--- src/hw/rtl/sdq_pkg.sv ---
`default_nettype none
// ----------------------------------------------------------------------------
// sdq_pkg: shared types and constants of the searchable deque
// Storage depth, field widths, request and status codes, and the control
// word that steers every storage cell of the chain.
// ----------------------------------------------------------------------------
package sdq_pkg;

  // Storage depth and derived widths
  localparam int unsigned Depth = 64;
  localparam int unsigned IdxW  = $clog2(Depth);
  localparam int unsigned CntW  = $clog2(Depth + 1);

  // Fixed field widths
  localparam int unsigned DataW   = 32;
  localparam int unsigned OpW     = 4;
  localparam int unsigned KthInW  = 8;
  localparam int unsigned KthW    = 7;
  localparam int unsigned StatusW = 2;
  localparam int unsigned PosW    = 6;
  localparam int unsigned CountW  = 7;
  localparam int unsigned CmpW    = (CntW > KthW) ? CntW : KthW;

  typedef enum logic [OpW-1:0] {
    OP_ADD_FRONT = 4'd0,
    OP_ADD_BACK  = 4'd1,
    OP_REM_FRONT = 4'd2,
    OP_REM_BACK  = 4'd3,
    OP_CONTAINS  = 4'd4,
    OP_INDEX_OF  = 4'd5,
    OP_SIZE      = 4'd6,
    OP_REVERSE   = 4'd7,
    OP_KTH       = 4'd8
  } sdq_op_e;

  typedef enum logic [StatusW-1:0] {
    ST_OK    = 2'd0,
    ST_EMPTY = 2'd1,
    ST_FULL  = 2'd2
  } sdq_status_e;

  // Per-cycle command to every cell of the chain
  typedef struct packed {
    logic shift_up;    // take the lower neighbour's value
    logic shift_down;  // take the upper neighbour's value
    logic load;        // selected cell takes the new value
  } cell_ctrl_t;

endpackage : sdq_pkg
`default_nettype wire

--- src/hw/rtl/sdq_cell.sv ---
`default_nettype none
// ----------------------------------------------------------------------------
// sdq_cell: one storage cell of the deque chain
// Holds one element; shifts from either neighbour or loads a new value.
// ----------------------------------------------------------------------------
module sdq_cell (
  input  logic                      clk_i,
  input  sdq_pkg::cell_ctrl_t       ctrl_i,
  input  logic                      sel_i,
  input  logic [sdq_pkg::DataW-1:0] lo_data_i,
  input  logic [sdq_pkg::DataW-1:0] hi_data_i,
  input  logic [sdq_pkg::DataW-1:0] new_data_i,
  output logic [sdq_pkg::DataW-1:0] data_o
);
  import sdq_pkg::*;

  logic [DataW-1:0] data_q, data_d;

  always_comb begin
    data_d = data_q;
    if (ctrl_i.shift_up) begin
      data_d = lo_data_i;
    end else if (ctrl_i.shift_down) begin
      data_d = hi_data_i;
    end else if (ctrl_i.load && sel_i) begin
      data_d = new_data_i;
    end
  end

  always_ff @(posedge clk_i) begin
    data_q <= data_d;
  end

  assign data_o = data_q;

endmodule : sdq_cell
`default_nettype wire

--- src/hw/rtl/searchable_deque_unit.sv ---
`default_nettype none
// ----------------------------------------------------------------------------
// searchable_deque_unit: bounded deque of signed 32-bit values with search
// Front/back add and remove, membership, index search, size, reverse and
// k-th element from the end, held in a chain of storage cells.
// ----------------------------------------------------------------------------
// Usage:
//   Requests enter on the in_* valid/ready channel (opcode, value, kth); each
//   transaction produces exactly one result transaction on the out_* channel
//   (status, found, position, element, count).
//   Elements sit in a chain of 64 cells, physical cell 0 being the front
//   while the direction flag is clear and cell count-1 the front while it is
//   set; reverse only flips the flag.
//   Add, remove, size, reverse and failed look-ups complete at once:
//   the result is registered at the edge that accepts the request.
//   Contains, index-of and a k-th look-up in range rotate the whole chain
//   once through cell 0, one cell per cycle, and register the result when
//   the rotation ends. Sustained rate is therefore one request per cycle
//   for the simple operations while each result is taken, and a search
//   takes no new request until its scan has handed over its result.
//   A new request is taken while a result waits only if that result is taken
//   in the same cycle; a stalled receiver holds the result and blocks input.
//   Reset empties the list and clears the direction flag; no clearing pass.
// ----------------------------------------------------------------------------
module searchable_deque_unit (
  input  logic               clk_i,
  input  logic               rst_ni,
  input  logic               in_valid_i,
  output logic               in_ready_o,
  input  logic [3:0]         opcode_i,
  input  logic signed [31:0] value_i,
  input  logic signed [7:0]  kth_i,
  output logic               out_valid_o,
  input  logic               out_ready_i,
  output logic [1:0]         status_o,
  output logic               found_o,
  output logic [5:0]         position_o,
  output logic signed [31:0] element_o,
  output logic [6:0]         count_o
);
  import sdq_pkg::*;

  typedef enum logic [1:0] {
    S_IDLE = 2'b01,
    S_SCAN = 2'b10
  } state_e;

  state_e state_q, state_d;

  // List bookkeeping
  logic [CntW-1:0] cnt_q, cnt_d;
  logic            rev_q, rev_d;

  // Scan context
  logic [DataW-1:0] scan_val_q, scan_val_d;
  logic [IdxW-1:0]  scan_t_q, scan_t_d;
  logic [IdxW-1:0]  scan_tgt_q, scan_tgt_d;
  logic [IdxW-1:0]  scan_pos_q, scan_pos_d;
  logic [DataW-1:0] scan_elem_q, scan_elem_d;
  logic             scan_found_q, scan_found_d;
  logic             scan_kth_q, scan_kth_d;
  logic             scan_idx_q, scan_idx_d;

  // Result register
  logic               out_valid_q;
  logic [StatusW-1:0] status_q;
  logic               found_q;
  logic [PosW-1:0]    position_q;
  logic [DataW-1:0]   element_q;
  logic [CountW-1:0]  count_q;

  // Result being produced this cycle
  logic               res_load;
  sdq_status_e        res_status;
  logic               res_found;
  logic [IdxW-1:0]    res_pos;
  logic [DataW-1:0]   res_elem;

  // Cell chain
  cell_ctrl_t       cell_ctrl;
  logic [Depth-1:0] cell_sel;
  logic [DataW-1:0] cell_data [Depth];

  logic            in_accept;
  logic            full;
  logic            empty;
  logic [KthW-1:0] ku;
  logic            hit;
  logic            last_step;

  assign in_ready_o = (state_q == S_IDLE) && (!out_valid_q || out_ready_i);
  assign in_accept  = in_valid_i && in_ready_o;
  assign full       = (cnt_q == CntW'(Depth));
  assign empty      = (cnt_q == '0);

  // Clamp k to at least one
  assign ku = (kth_i < 8'sd1) ? KthW'(1) : kth_i[KthW-1:0];

  // Element passing cell 0 during a scan, limited to the occupied range
  assign hit       = (cell_data[0] == scan_val_q) && (CntW'(scan_t_q) < cnt_q);
  assign last_step = (scan_t_q == IdxW'(Depth - 1));

  always_comb begin
    state_d      = state_q;
    cnt_d        = cnt_q;
    rev_d        = rev_q;
    cell_ctrl    = '0;
    scan_val_d   = scan_val_q;
    scan_t_d     = scan_t_q;
    scan_tgt_d   = scan_tgt_q;
    scan_pos_d   = scan_pos_q;
    scan_elem_d  = scan_elem_q;
    scan_found_d = scan_found_q;
    scan_kth_d   = scan_kth_q;
    scan_idx_d   = scan_idx_q;
    res_load     = 1'b0;
    res_status   = ST_OK;
    res_found    = 1'b0;
    res_pos      = '0;
    res_elem     = '0;

    unique case (state_q)
      S_IDLE: begin
        if (in_accept) begin
          res_load = 1'b1;
          unique case (sdq_op_e'(opcode_i))
            OP_ADD_FRONT, OP_ADD_BACK: begin
              if (full) begin
                res_status = ST_FULL;
              end else begin
                // Physical low end is the front unless reversed
                if ((sdq_op_e'(opcode_i) == OP_ADD_FRONT) != rev_q) begin
                  cell_ctrl.shift_up = 1'b1;
                end else begin
                  cell_ctrl.load = 1'b1;
                end
                cnt_d = cnt_q + CntW'(1);
              end
            end
            OP_REM_FRONT, OP_REM_BACK: begin
              if (empty) begin
                res_status = ST_EMPTY;
              end else begin
                // Drop at the low end by shifting down; high end by count only
                if ((sdq_op_e'(opcode_i) == OP_REM_FRONT) != rev_q) begin
                  cell_ctrl.shift_down = 1'b1;
                end
                cnt_d = cnt_q - CntW'(1);
              end
            end
            OP_CONTAINS, OP_INDEX_OF: begin
              if (!empty) begin
                res_load     = 1'b0;
                state_d      = S_SCAN;
                scan_val_d   = value_i;
                scan_t_d     = '0;
                scan_pos_d   = '0;
                scan_elem_d  = '0;
                scan_found_d = 1'b0;
                scan_kth_d   = 1'b0;
                scan_idx_d   = (sdq_op_e'(opcode_i) == OP_INDEX_OF);
              end
            end
            OP_SIZE: begin
            end
            OP_REVERSE: begin
              if (empty) begin
                res_status = ST_EMPTY;
              end else begin
                rev_d = !rev_q;
              end
            end
            OP_KTH: begin
              if (CmpW'(ku) <= CmpW'(cnt_q)) begin
                res_load     = 1'b0;
                state_d      = S_SCAN;
                scan_t_d     = '0;
                scan_pos_d   = '0;
                scan_elem_d  = '0;
                scan_found_d = 1'b1;
                scan_kth_d   = 1'b1;
                scan_idx_d   = 1'b0;
                scan_tgt_d   = rev_q ? IdxW'(ku - KthW'(1))
                                     : IdxW'(cnt_q - CntW'(ku));
              end
            end
            default: begin
            end
          endcase
        end
      end
      S_SCAN: begin
        // Rotate the chain one cell towards cell 0
        cell_ctrl.shift_down = 1'b1;
        scan_t_d             = scan_t_q + IdxW'(1);
        if (scan_kth_q) begin
          if (scan_t_q == scan_tgt_q) begin
            scan_elem_d = cell_data[0];
          end
        end else if (hit) begin
          scan_found_d = 1'b1;
          // Reversed: the last physical hit is the first logical one
          if (rev_q) begin
            scan_pos_d = IdxW'(cnt_q - CntW'(1) - CntW'(scan_t_q));
          end else if (!scan_found_q) begin
            scan_pos_d = scan_t_q;
          end
        end
        if (last_step) begin
          state_d   = S_IDLE;
          res_load  = 1'b1;
          res_found = scan_found_d;
          res_pos   = scan_idx_q ? scan_pos_d : '0;
          res_elem  = scan_kth_q ? scan_elem_d : '0;
        end
      end
      default: begin
        state_d = S_IDLE;
      end
    endcase
  end

  // Cell chain: cell 0 takes the new value on a push at the low end and feeds the
  // top cell on rotation
  for (genvar j = 0; j < Depth; j++) begin : g_cell
    logic [DataW-1:0] lo_data;
    logic [DataW-1:0] hi_data;

    assign cell_sel[j] = (cnt_q == CntW'(j));

    if (j == 0) begin : g_lo_in
      assign lo_data = value_i;
    end else begin : g_lo_nb
      assign lo_data = cell_data[j-1];
    end

    if (j == Depth - 1) begin : g_hi_wrap
      assign hi_data = cell_data[0];
    end else begin : g_hi_nb
      assign hi_data = cell_data[j+1];
    end

    sdq_cell u_cell (
      .clk_i      (clk_i),
      .ctrl_i     (cell_ctrl),
      .sel_i      (cell_sel[j]),
      .lo_data_i  (lo_data),
      .hi_data_i  (hi_data),
      .new_data_i (value_i),
      .data_o     (cell_data[j])
    );
  end

  always_ff @(posedge clk_i or negedge rst_ni) begin
    if (!rst_ni) begin
      state_q      <= S_IDLE;
      cnt_q        <= '0;
      rev_q        <= 1'b0;
      out_valid_q  <= 1'b0;
      scan_found_q <= 1'b0;
      scan_kth_q   <= 1'b0;
      scan_idx_q   <= 1'b0;
      scan_t_q     <= '0;
    end else begin
      state_q      <= state_d;
      cnt_q        <= cnt_d;
      rev_q        <= rev_d;
      scan_found_q <= scan_found_d;
      scan_kth_q   <= scan_kth_d;
      scan_idx_q   <= scan_idx_d;
      scan_t_q     <= scan_t_d;
      if (res_load) begin
        out_valid_q <= 1'b1;
      end else if (out_ready_i) begin
        out_valid_q <= 1'b0;
      end
    end
  end

  // Payload registers
  always_ff @(posedge clk_i) begin
    scan_val_q  <= scan_val_d;
    scan_tgt_q  <= scan_tgt_d;
    scan_pos_q  <= scan_pos_d;
    scan_elem_q <= scan_elem_d;
    if (res_load) begin
      status_q   <= res_status;
      found_q    <= res_found;
      position_q <= PosW'(res_pos);
      element_q  <= res_elem;
      count_q    <= CountW'(cnt_d);
    end
  end

  assign out_valid_o = out_valid_q;
  assign status_o    = status_q;
  assign found_o     = found_q;
  assign position_o  = position_q;
  assign element_o   = element_q;
  assign count_o     = count_q;

  // Occupancy never passes the chain length
  a_cnt_bound : assert property (@(posedge clk_i) disable iff (!rst_ni)
    cnt_q <= CntW'(Depth))
    else $error("occupancy beyond depth");

  // A full rotation ends with a result and the chain back in place
  a_scan_end : assert property (@(posedge clk_i) disable iff (!rst_ni)
    (state_q == S_SCAN) && last_step |=> (state_q == S_IDLE) && out_valid_q)
    else $error("scan did not deliver its result");

  // The direction flag only flips on a non-empty list
  a_rev_flip : assert property (@(posedge clk_i) disable iff (!rst_ni)
    (rev_q != $past(rev_q)) |-> ($past(cnt_q) != '0))
    else $error("direction flipped on empty list");

  // Occupancy is left alone while a scan is rotating the storage
  a_scan_count : assert property (@(posedge clk_i) disable iff (!rst_ni)
    (state_q == S_SCAN) |=> (cnt_q == $past(cnt_q)))
    else $error("occupancy changed during scan");

endmodule : searchable_deque_unit
`default_nettype wire
--- config.mk ---
export PLATFORM = sky130hd
export DESIGN_NAME = searchable_deque_unit
export DESIGN_NICKNAME = d
export VERILOG_FILES = /design/src/hw/rtl/sdq_pkg.sv /design/src/hw/rtl/sdq_cell.sv /design/src/hw/rtl/searchable_deque_unit.sv
export SDC_FILE = /design/constraint.sdc
export NUM_CORES = 2
export LEC_CHECK = 0
export ABC_CLOCK_PERIOD_IN_PS = 5000
export BUFFER_PORTS_ARGS = -buffer_cell sky130_fd_sc_hd__buf_2
export CAP_MARGIN = 20
export CORE_UTILIZATION = 27
export DETAILED_ROUTE_END_ITERATION = 10
export GPL_ROUTABILITY_DRIVEN = 0
export PLACE_DENSITY = 0.46
export REMOVE_ABC_BUFFERS = 1
export SYNTH_ARGS = -nofsm -noshare
export SYNTH_HDL_FRONTEND = slang
export SYNTH_SLANG_ARGS = --single-unit
--- constraint.sdc ---
create_clock -name clk_i -period 5 [get_ports clk_i]
set_clock_uncertainty 0.1 [all_clocks]
set_input_delay 1 -clock clk_i [delete_from_list [all_inputs] [get_ports clk_i]]
set_output_delay 1 -clock clk_i [all_outputs]
set_load 0.05 [all_outputs]
Yosys cells after proc, flatten, opt, wreduce, memory -nomap -nowiden
Cells that the tools add are included.
{ "totals": {"out_inout_bits": 50, "ff_bits": 2192, "elab_cells": 585} }
{ "classes": {"bitwise": 1, "muxes": 256, "addsub": 6, "order_cmp": 3, "eq_ne": 85, "n_reduce_logical": 153} }
{ "ops": {"columns": ["op", "n"], "rows": [
  ["$mux 32", 197],
  ["$eq 7x6->1 const B", 32],
  ["$reduce_bool 3->1", 64],
  ["$pmux 32 s2", 2],
  ["$eq 7x5->1 const B", 16],
  ["$logic_and 1x1->1", 67],
  ["$eq 7x4->1 const B", 8],
  ["$mux 6", 8],
  ["$pmux 6 s2", 3],
  ["$mux 7", 5],
  ["$eq 32x32->1", 1],
  ["$eq 7x3->1 const B", 4],
  ["$mux 1", 25],
  ["$reduce_and 5->1", 3],
  ["$eq 7x2->1 const B", 2],
  ["$pmux 7 s2", 1],
  ["$eq 4x3->1 const B", 3],
  ["$pmux 1 s2", 6],
  ["$pmux 2 s2", 3],
  ["$reduce_and 4->1", 3],
  ["$sub 6x6->6", 2],
  ["$mux 2", 5],
  ["$eq 4x2->1 const B", 2],
  ["$lt 8x2->1 const B", 1],
  ["29 further kinds", 41]
]} }

Logic depth before layout (Yosys ltp)
{ "depth": {"depth_word": 11, "mapped_depth": 15, "mapped_depth_nobuf": 14} }

Cells and area by module
A second synthesis with hierarchy kept.
{ "hier_totals": {"cells_unflattened": 9644, "hier_area_um2": 114801.4} }
{ "modules_own_cells": {"columns": ["mod", "cells_per_inst", "n_inst", "area_each_um2"], "rows": [
  ["sdq_cell", 140, 64, 1675.4],
  ["searchable_deque_unit", 684, 1, 7578.5]
]} }

Worst setup path after synthesis
OpenSTA, ideal clock, no wires.
{ "synth_timing": {"path_type": "reg-to-reg", "start": "register cnt_q[0]", "end": "register g_cell[44].u_cell.data_q[0] (enable)", "stages_incl_launch_ff": 11, "required_ns": 4.434, "arrival_ns": 4.681, "synth_period_minus_slack_ns": 5.246, "slack_ns": -0.246, "path_cell_list": "dfrtp_1 -> inv_1 -> ha_1 -> or3b_4 -> nor3_2 -> a2111oi_4 -> nand2_1 -> nor3_2 -> nand3_1 -> clkbuf_1 -> o21ai_0"} }
{ "synth_via": {"elab_chain_len": 7, "elab_cells_between_ends": 15, "classes_between": "eq/ne (2); mux (10); reduce/logical (3)"} }
{ "synth_lines": {"columns": ["item", "line_no", "source"], "rows": [
  ["from (decl)", "searchable_deque_unit.sv:51", "logic [CntW-1:0] cnt_q, cnt_d;"],
  ["from (signal assigned)", "searchable_deque_unit.sv:266", "cnt_q <= cnt_d;"],
  ["$eq 7x7->1", "searchable_deque_unit.sv:93", "assign full = (cnt_q == CntW'(Depth));"],
  ["$mux 1", "searchable_deque_unit.sv:128", "if (full) begin"],
  ["$mux 1", "searchable_deque_unit.sv:126", "unique case (sdq_op_e'(opcode_i))"],
  ["$mux 3", "searchable_deque_unit.sv:124", "if (in_accept) begin"],
  ["$mux 1", "searchable_deque_unit.sv:122", "unique case (state_q)"],
  ["$logic_and 1x1->1", "sdq_cell.sv:25", "end else if (ctrl_i.load && sel_i) begin"],
  ["$reduce_bool 3->1 (no line) (*)", null, null],
  ["to (signal assigned)", "sdq_cell.sv:31", "data_q <= data_d;"],
  ["to (decl)", "sdq_cell.sv:17", "logic [DataW-1:0] data_q, data_d;"]
]} }
Every way passes the cells marked *; elsewhere a longest branch is shown, timed or not.
A chain may end at the register's enable or synchronous reset.

Worst setup path in the final report
{ "layout_timing": {"start": "register cnt_q[1]", "end": "register g_cell[54].u_cell.data_q[12] (enable)"} }
{ "layout_via": {"elab_chain_len": 7, "elab_cells_between_ends": 15, "classes_between": "eq/ne (2); mux (10); reduce/logical (3)"} }
{ "layout_lines": {"columns": ["item", "line_no"], "rows": [
  ["$eq 7x7->1", "searchable_deque_unit.sv:93"],
  ["$mux 1", "searchable_deque_unit.sv:128"],
  ["$mux 1", "searchable_deque_unit.sv:126"],
  ["$mux 3", "searchable_deque_unit.sv:124"],
  ["$mux 1", "searchable_deque_unit.sv:122"],
  ["$logic_and 1x1->1", "sdq_cell.sv:25"],
  ["$reduce_bool 3->1 (no line) (*)", null],
  ["to (signal assigned)", "sdq_cell.sv:31"],
  ["to (decl)", "sdq_cell.sv:17"]
]} }
Marked as above.

==> results.ini <==
[setup_path]
crit-reg2reg-launch=cnt_q[1]$_DFF_PN0_
worst_setup_path_startpoint=cnt_q[1]$_DFF_PN0_
worst-setup-path-type=reg -> reg
worstRegToRegCells=11
crit-reg2reg-capture=g_cell[54].u_cell.data_o[12]$_DFFE_PP_
critical_path_peak_fanout=23
endpoint_class_of_the_critical_path=register
crit_chain=inv_1 -> ha_1 -> or3b_4 -> nor3_2 -> a2111oi_4 -> nand2_1 -> nor3_2 -> buf_4 -> nand3_2 -> o21ai_4 -> buf_4
timing.critical_path.slowest_stage_cell=sky130_fd_sc_hd__o21ai_4
reg2reg_slack_ns=0.53
startpoint_type_of_the_worst_setup_path=register
cp_data_arrival_time_ns=4.97
worst_path_largest_cell_delay_ns=0.97
cp_data_required_time_ns=5.50

[cells_and_area]
non_filler_instance_count_after_layout=14700
areaGrowthSynthToFinish_pct=14.1
fillerInstances=38900
most_frequent_standard_cell_in_the_layout_excluding_fill_and_tap_cells=sky130_fd_sc_hd__a21oi_1
drive_above_1_share=0.0929
finish.instance_area_sq_um=116000
layout.cells.most_common_list=sky130_fd_sc_hd__a21oi_1 (4063), sky130_fd_sc_hd__edfxtp_1 (2172), sky130_fd_sc_hd__nor2_1 (2080)
fin_nets=9603
fin_util=0.310

[yosys]
synth.area.top_cells=sky130_fd_sc_hd__edfxtp_1 (64%), sky130_fd_sc_hd__a21oi_1 (20%), sky130_fd_sc_hd__nor2_1 (7.7%), sky130_fd_sc_hd__buf_2 (3.3%), sky130_fd_sc_hd__clkbuf_1 (0.77%)
synth_top_cell_by_area=sky130_fd_sc_hd__edfxtp_1
post_synth_num_cell_types=63
ys_ff_latch=2192
synth_sequential_area_ratio=0.645
synth.avg_cell_area_sq_um=10.4
synth.cell_area_sq_um=102000
yosys_top_cell_area_share=0.640
asyncSetResetFlopFracSynth=0.00912
ys.warnings.count=0
postSynth.topFlopCell=sky130_fd_sc_hd__edfxtp_1
count_of_flip_flops_with_a_built_in_enable_after_synthesis=2172
syn_inst=9779

[worst_hold_path]
hold_path_end=scan_val_q[22]$_DFFE_PP_
hold_depth=1
min-delay-start=value_i[22]
hold_path.class=in -> reg

[global_routing]
grt_overflow_total=0
grt_pass1_wl_um=504000
grt_pass1_vias=75800
groute.layer.met3.usage=0.0204
grt_start_max_net_pins=213
number_of_antenna_violations_at_the_first_check_in_global_routing=3
globalRouteTotalUtil=0.171
grt_util_met2=0.259
grt_most_used_layer=met2
grt_util_met1=0.256

[routing]
first_pass_iters=6
remaining_drc_errors=0
dr_total_vias=77600
wl_per_cell_um=23.1
drc_violation_total_after_the_first_tritonroute_iteration=8846
drtAntennaViolNets=0
detail_route.vias_per_cell=5.28
routed_wl_um=339000

[power]
total_power_mw=51.9
switching_power_mw=15.9
sw_frac_of_total=0.307
seq_power_share=0.477
power.density_cell_area_nw_per_um2=447
power_leakage_nw=39.0
power.ir.vdd_worst_mv=0.319
share_clk_of_total_power=0.329
power.internal_mw=36.0
pwr-share-comb=0.193

[sta]
grt_setup_unrepaired=false
min_period_over_period=0.895
max_freq_mhz=223
fin_hold_ws_ns=0.207
timing.final.max_slew_violations=0
hold_viol=0
worst_pin_slew_ns=1.21
timing.slew.headroom=0.187
setup_viol=0
timing.setup.tns_ns=0
final_critical_path_setup_slack_ns=0.525
min_period_ns=4.47

[place]
dp_hpwl_um=222000
dpl-instance-area_sq_um=109000
port_buffer_cells=97
dpl.cell_count=14300
place_worst_setup_slack_ns=0.528

[clock_network]
worst_setup_hold_path_clk_slew_ns=0.06
cts_max_level=4
tritoncts=built
cts_root_buf=sky130_fd_sc_hd__clkbuf_16
post_cts_resize_count=0
count_of_buffers_added_by_post_cts_timing_repair_for_setup=0
cts_buffers=240
max_root_sink_buffers=4
clock_sinks=2192
clk_latency_ns=0.93

[die]
fp.dieH_um=616
initial_core_util=0.271
core_sq_um=376000
floorplan.io_pins=98
dieWidth_um=616
floorplan_row_count=225
floorplan.die_area_sq_um=380000

[run]
max_cap_viol_count=0

[outcome]
run_status=finished, final reports clean

state kept, by name, summed over array words and instances, names as in the netlist:
register,flops
scan_pos_q,6
cnt_q,7
scan_kth_q,1
scan_found_q,1
scan_t_q,6
scan_tgt_q,6
found_o,1
scan_idx_q,1
out_valid_o,1
scan_val_q,32
status_o,2
position_o,6
g_cell.u_cell.data_o,2048
element_o,32
rev_q,1
scan_elem_q,32
count_o,7
state_q,2
cell usage after synthesis, types with 2 or more instances:
library cell               instances
sky130_fd_sc_hd__a21o_1           10
sky130_fd_sc_hd__clkbuf_1        208
sky130_fd_sc_hd__inv_1            28
sky130_fd_sc_hd__nand4_1           5
sky130_fd_sc_hd__nor4_1            9
sky130_fd_sc_hd__o21ai_0          77
sky130_fd_sc_hd__fa_1              2
sky130_fd_sc_hd__xnor2_1          16
sky130_fd_sc_hd__o31ai_1           4
sky130_fd_sc_hd__edfxtp_1       2172
sky130_fd_sc_hd__or3_1             5
sky130_fd_sc_hd__o21bai_1          2
sky130_fd_sc_hd__buf_2           673
sky130_fd_sc_hd__buf_1            48
sky130_fd_sc_hd__nor2b_1          77
sky130_fd_sc_hd__buf_4             3
sky130_fd_sc_hd__dfrtp_1          19
sky130_fd_sc_hd__or4_1             2
sky130_fd_sc_hd__a21oi_1        4063
sky130_fd_sc_hd__and3_1            7
sky130_fd_sc_hd__buf_6             4
sky130_fd_sc_hd__nor3_2            2
sky130_fd_sc_hd__mux2i_1          37
sky130_fd_sc_hd__nor2_1         2080
sky130_fd_sc_hd__xor2_1           37
sky130_fd_sc_hd__nor3_1            6
sky130_fd_sc_hd__a211oi_1          5
sky130_fd_sc_hd__a311oi_1          3
sky130_fd_sc_hd__o22ai_1           8
sky130_fd_sc_hd__nand3_1          17
sky130_fd_sc_hd__nand2b_1          7
sky130_fd_sc_hd__nand2_1          46
sky130_fd_sc_hd__mux2_2           32
sky130_fd_sc_hd__and2_1            4
sky130_fd_sc_hd__nor3b_1           3
sky130_fd_sc_hd__ha_1             31
critical path, delay by kind of cell (launching register included):
family / cells / cell delay [ns]
simple gates: 5 / 1.15
flops: 1 / 0.51
compound gates: 2 / 1.35
fa+ha+maj: 1 / 0.26
buf+inv: 3 / 0.77
cells by family (layout without fill, tap and decap cells):
family,after synthesis,count (layout),share of synthesized area
and+or+nand+nor,2277,2277,0.0876
xor gates and xnor gates,54,54,0.00471
AOI/OAI and AO/OA,4188,4188,0.207
buffers and inverters,966,899,0.0443
DFF,2192,2192,0.645
adders and majority gates,33,33,0.00420
other,0,3,0
muxes,69,69,0.00717
power by group through the flow:
| stage | logic (mW) | registers, mW | clock network, mW |
|---|---|---|---|
| after floorplan | 9.71 | 25.1 | 0 |
| after global placement | 9.75 | 25.1 | 0 |
| after detailed placement | 9.95 | 25.1 | 0 |
| after CTS | 9.99 | 24.8 | 17.5 |
| after global routing | 10.8 | 25.0 | 18.1 |
| final | 10.0 | 24.8 | 17.1 |
layer usage:
| metal | vias up | wire length [um] |
|---|---|---|
| met2 | 2837 | 148000 |
| met5 | - | 0 |
| met4 | 0 | 9840 |
| met1 | 39400 | 160000 |
| li1 | 34900 | - |
| met3 | 439 | 21400 |
what timing repair did:
item | 4_1_cts | 5_1_grt
hold endpoints to repair | 19 | 0
hold buffers | 1 | 0
setup endpoints to repair | 0 | 0
worst max-delay path by stage:
stage	to	slack, ns	cells past startpoint
final	g_cell[54].u_cell.data_o[12]$_DFFE_PP_	0.53	11
after global routing	g_cell[54].u_cell.data_o[10]$_DFFE_PP_	0.34	11
after CTS	g_cell[54].u_cell.data_o[12]$_DFFE_PP_	0.54	11
after detailed placement	g_cell[9].u_cell.data_o[2]$_DFFE_PP_	0.53	11
after global placement	element_o[3]$_SDFFCE_PN0P_	0.21	14
after floorplan	g_cell[0].u_cell.data_o[0]$_DFFE_PP_	-81.51	5
layout make-up:
cell class                 instances  area (sq um)  share of cell area
timing repair buffer             438          4200              0.0361
inverter                          29           109            0.000936
tap                             4994          6250              0.0538
clock inverter                   133           990             0.00851
antenna                            3          7.51           0.0000646
clock buffer                     299          6310              0.0543
sequential                      2192         65700               0.565
multi-input combinational       6621         32700               0.281
Power figures use the tool's default switching activity.
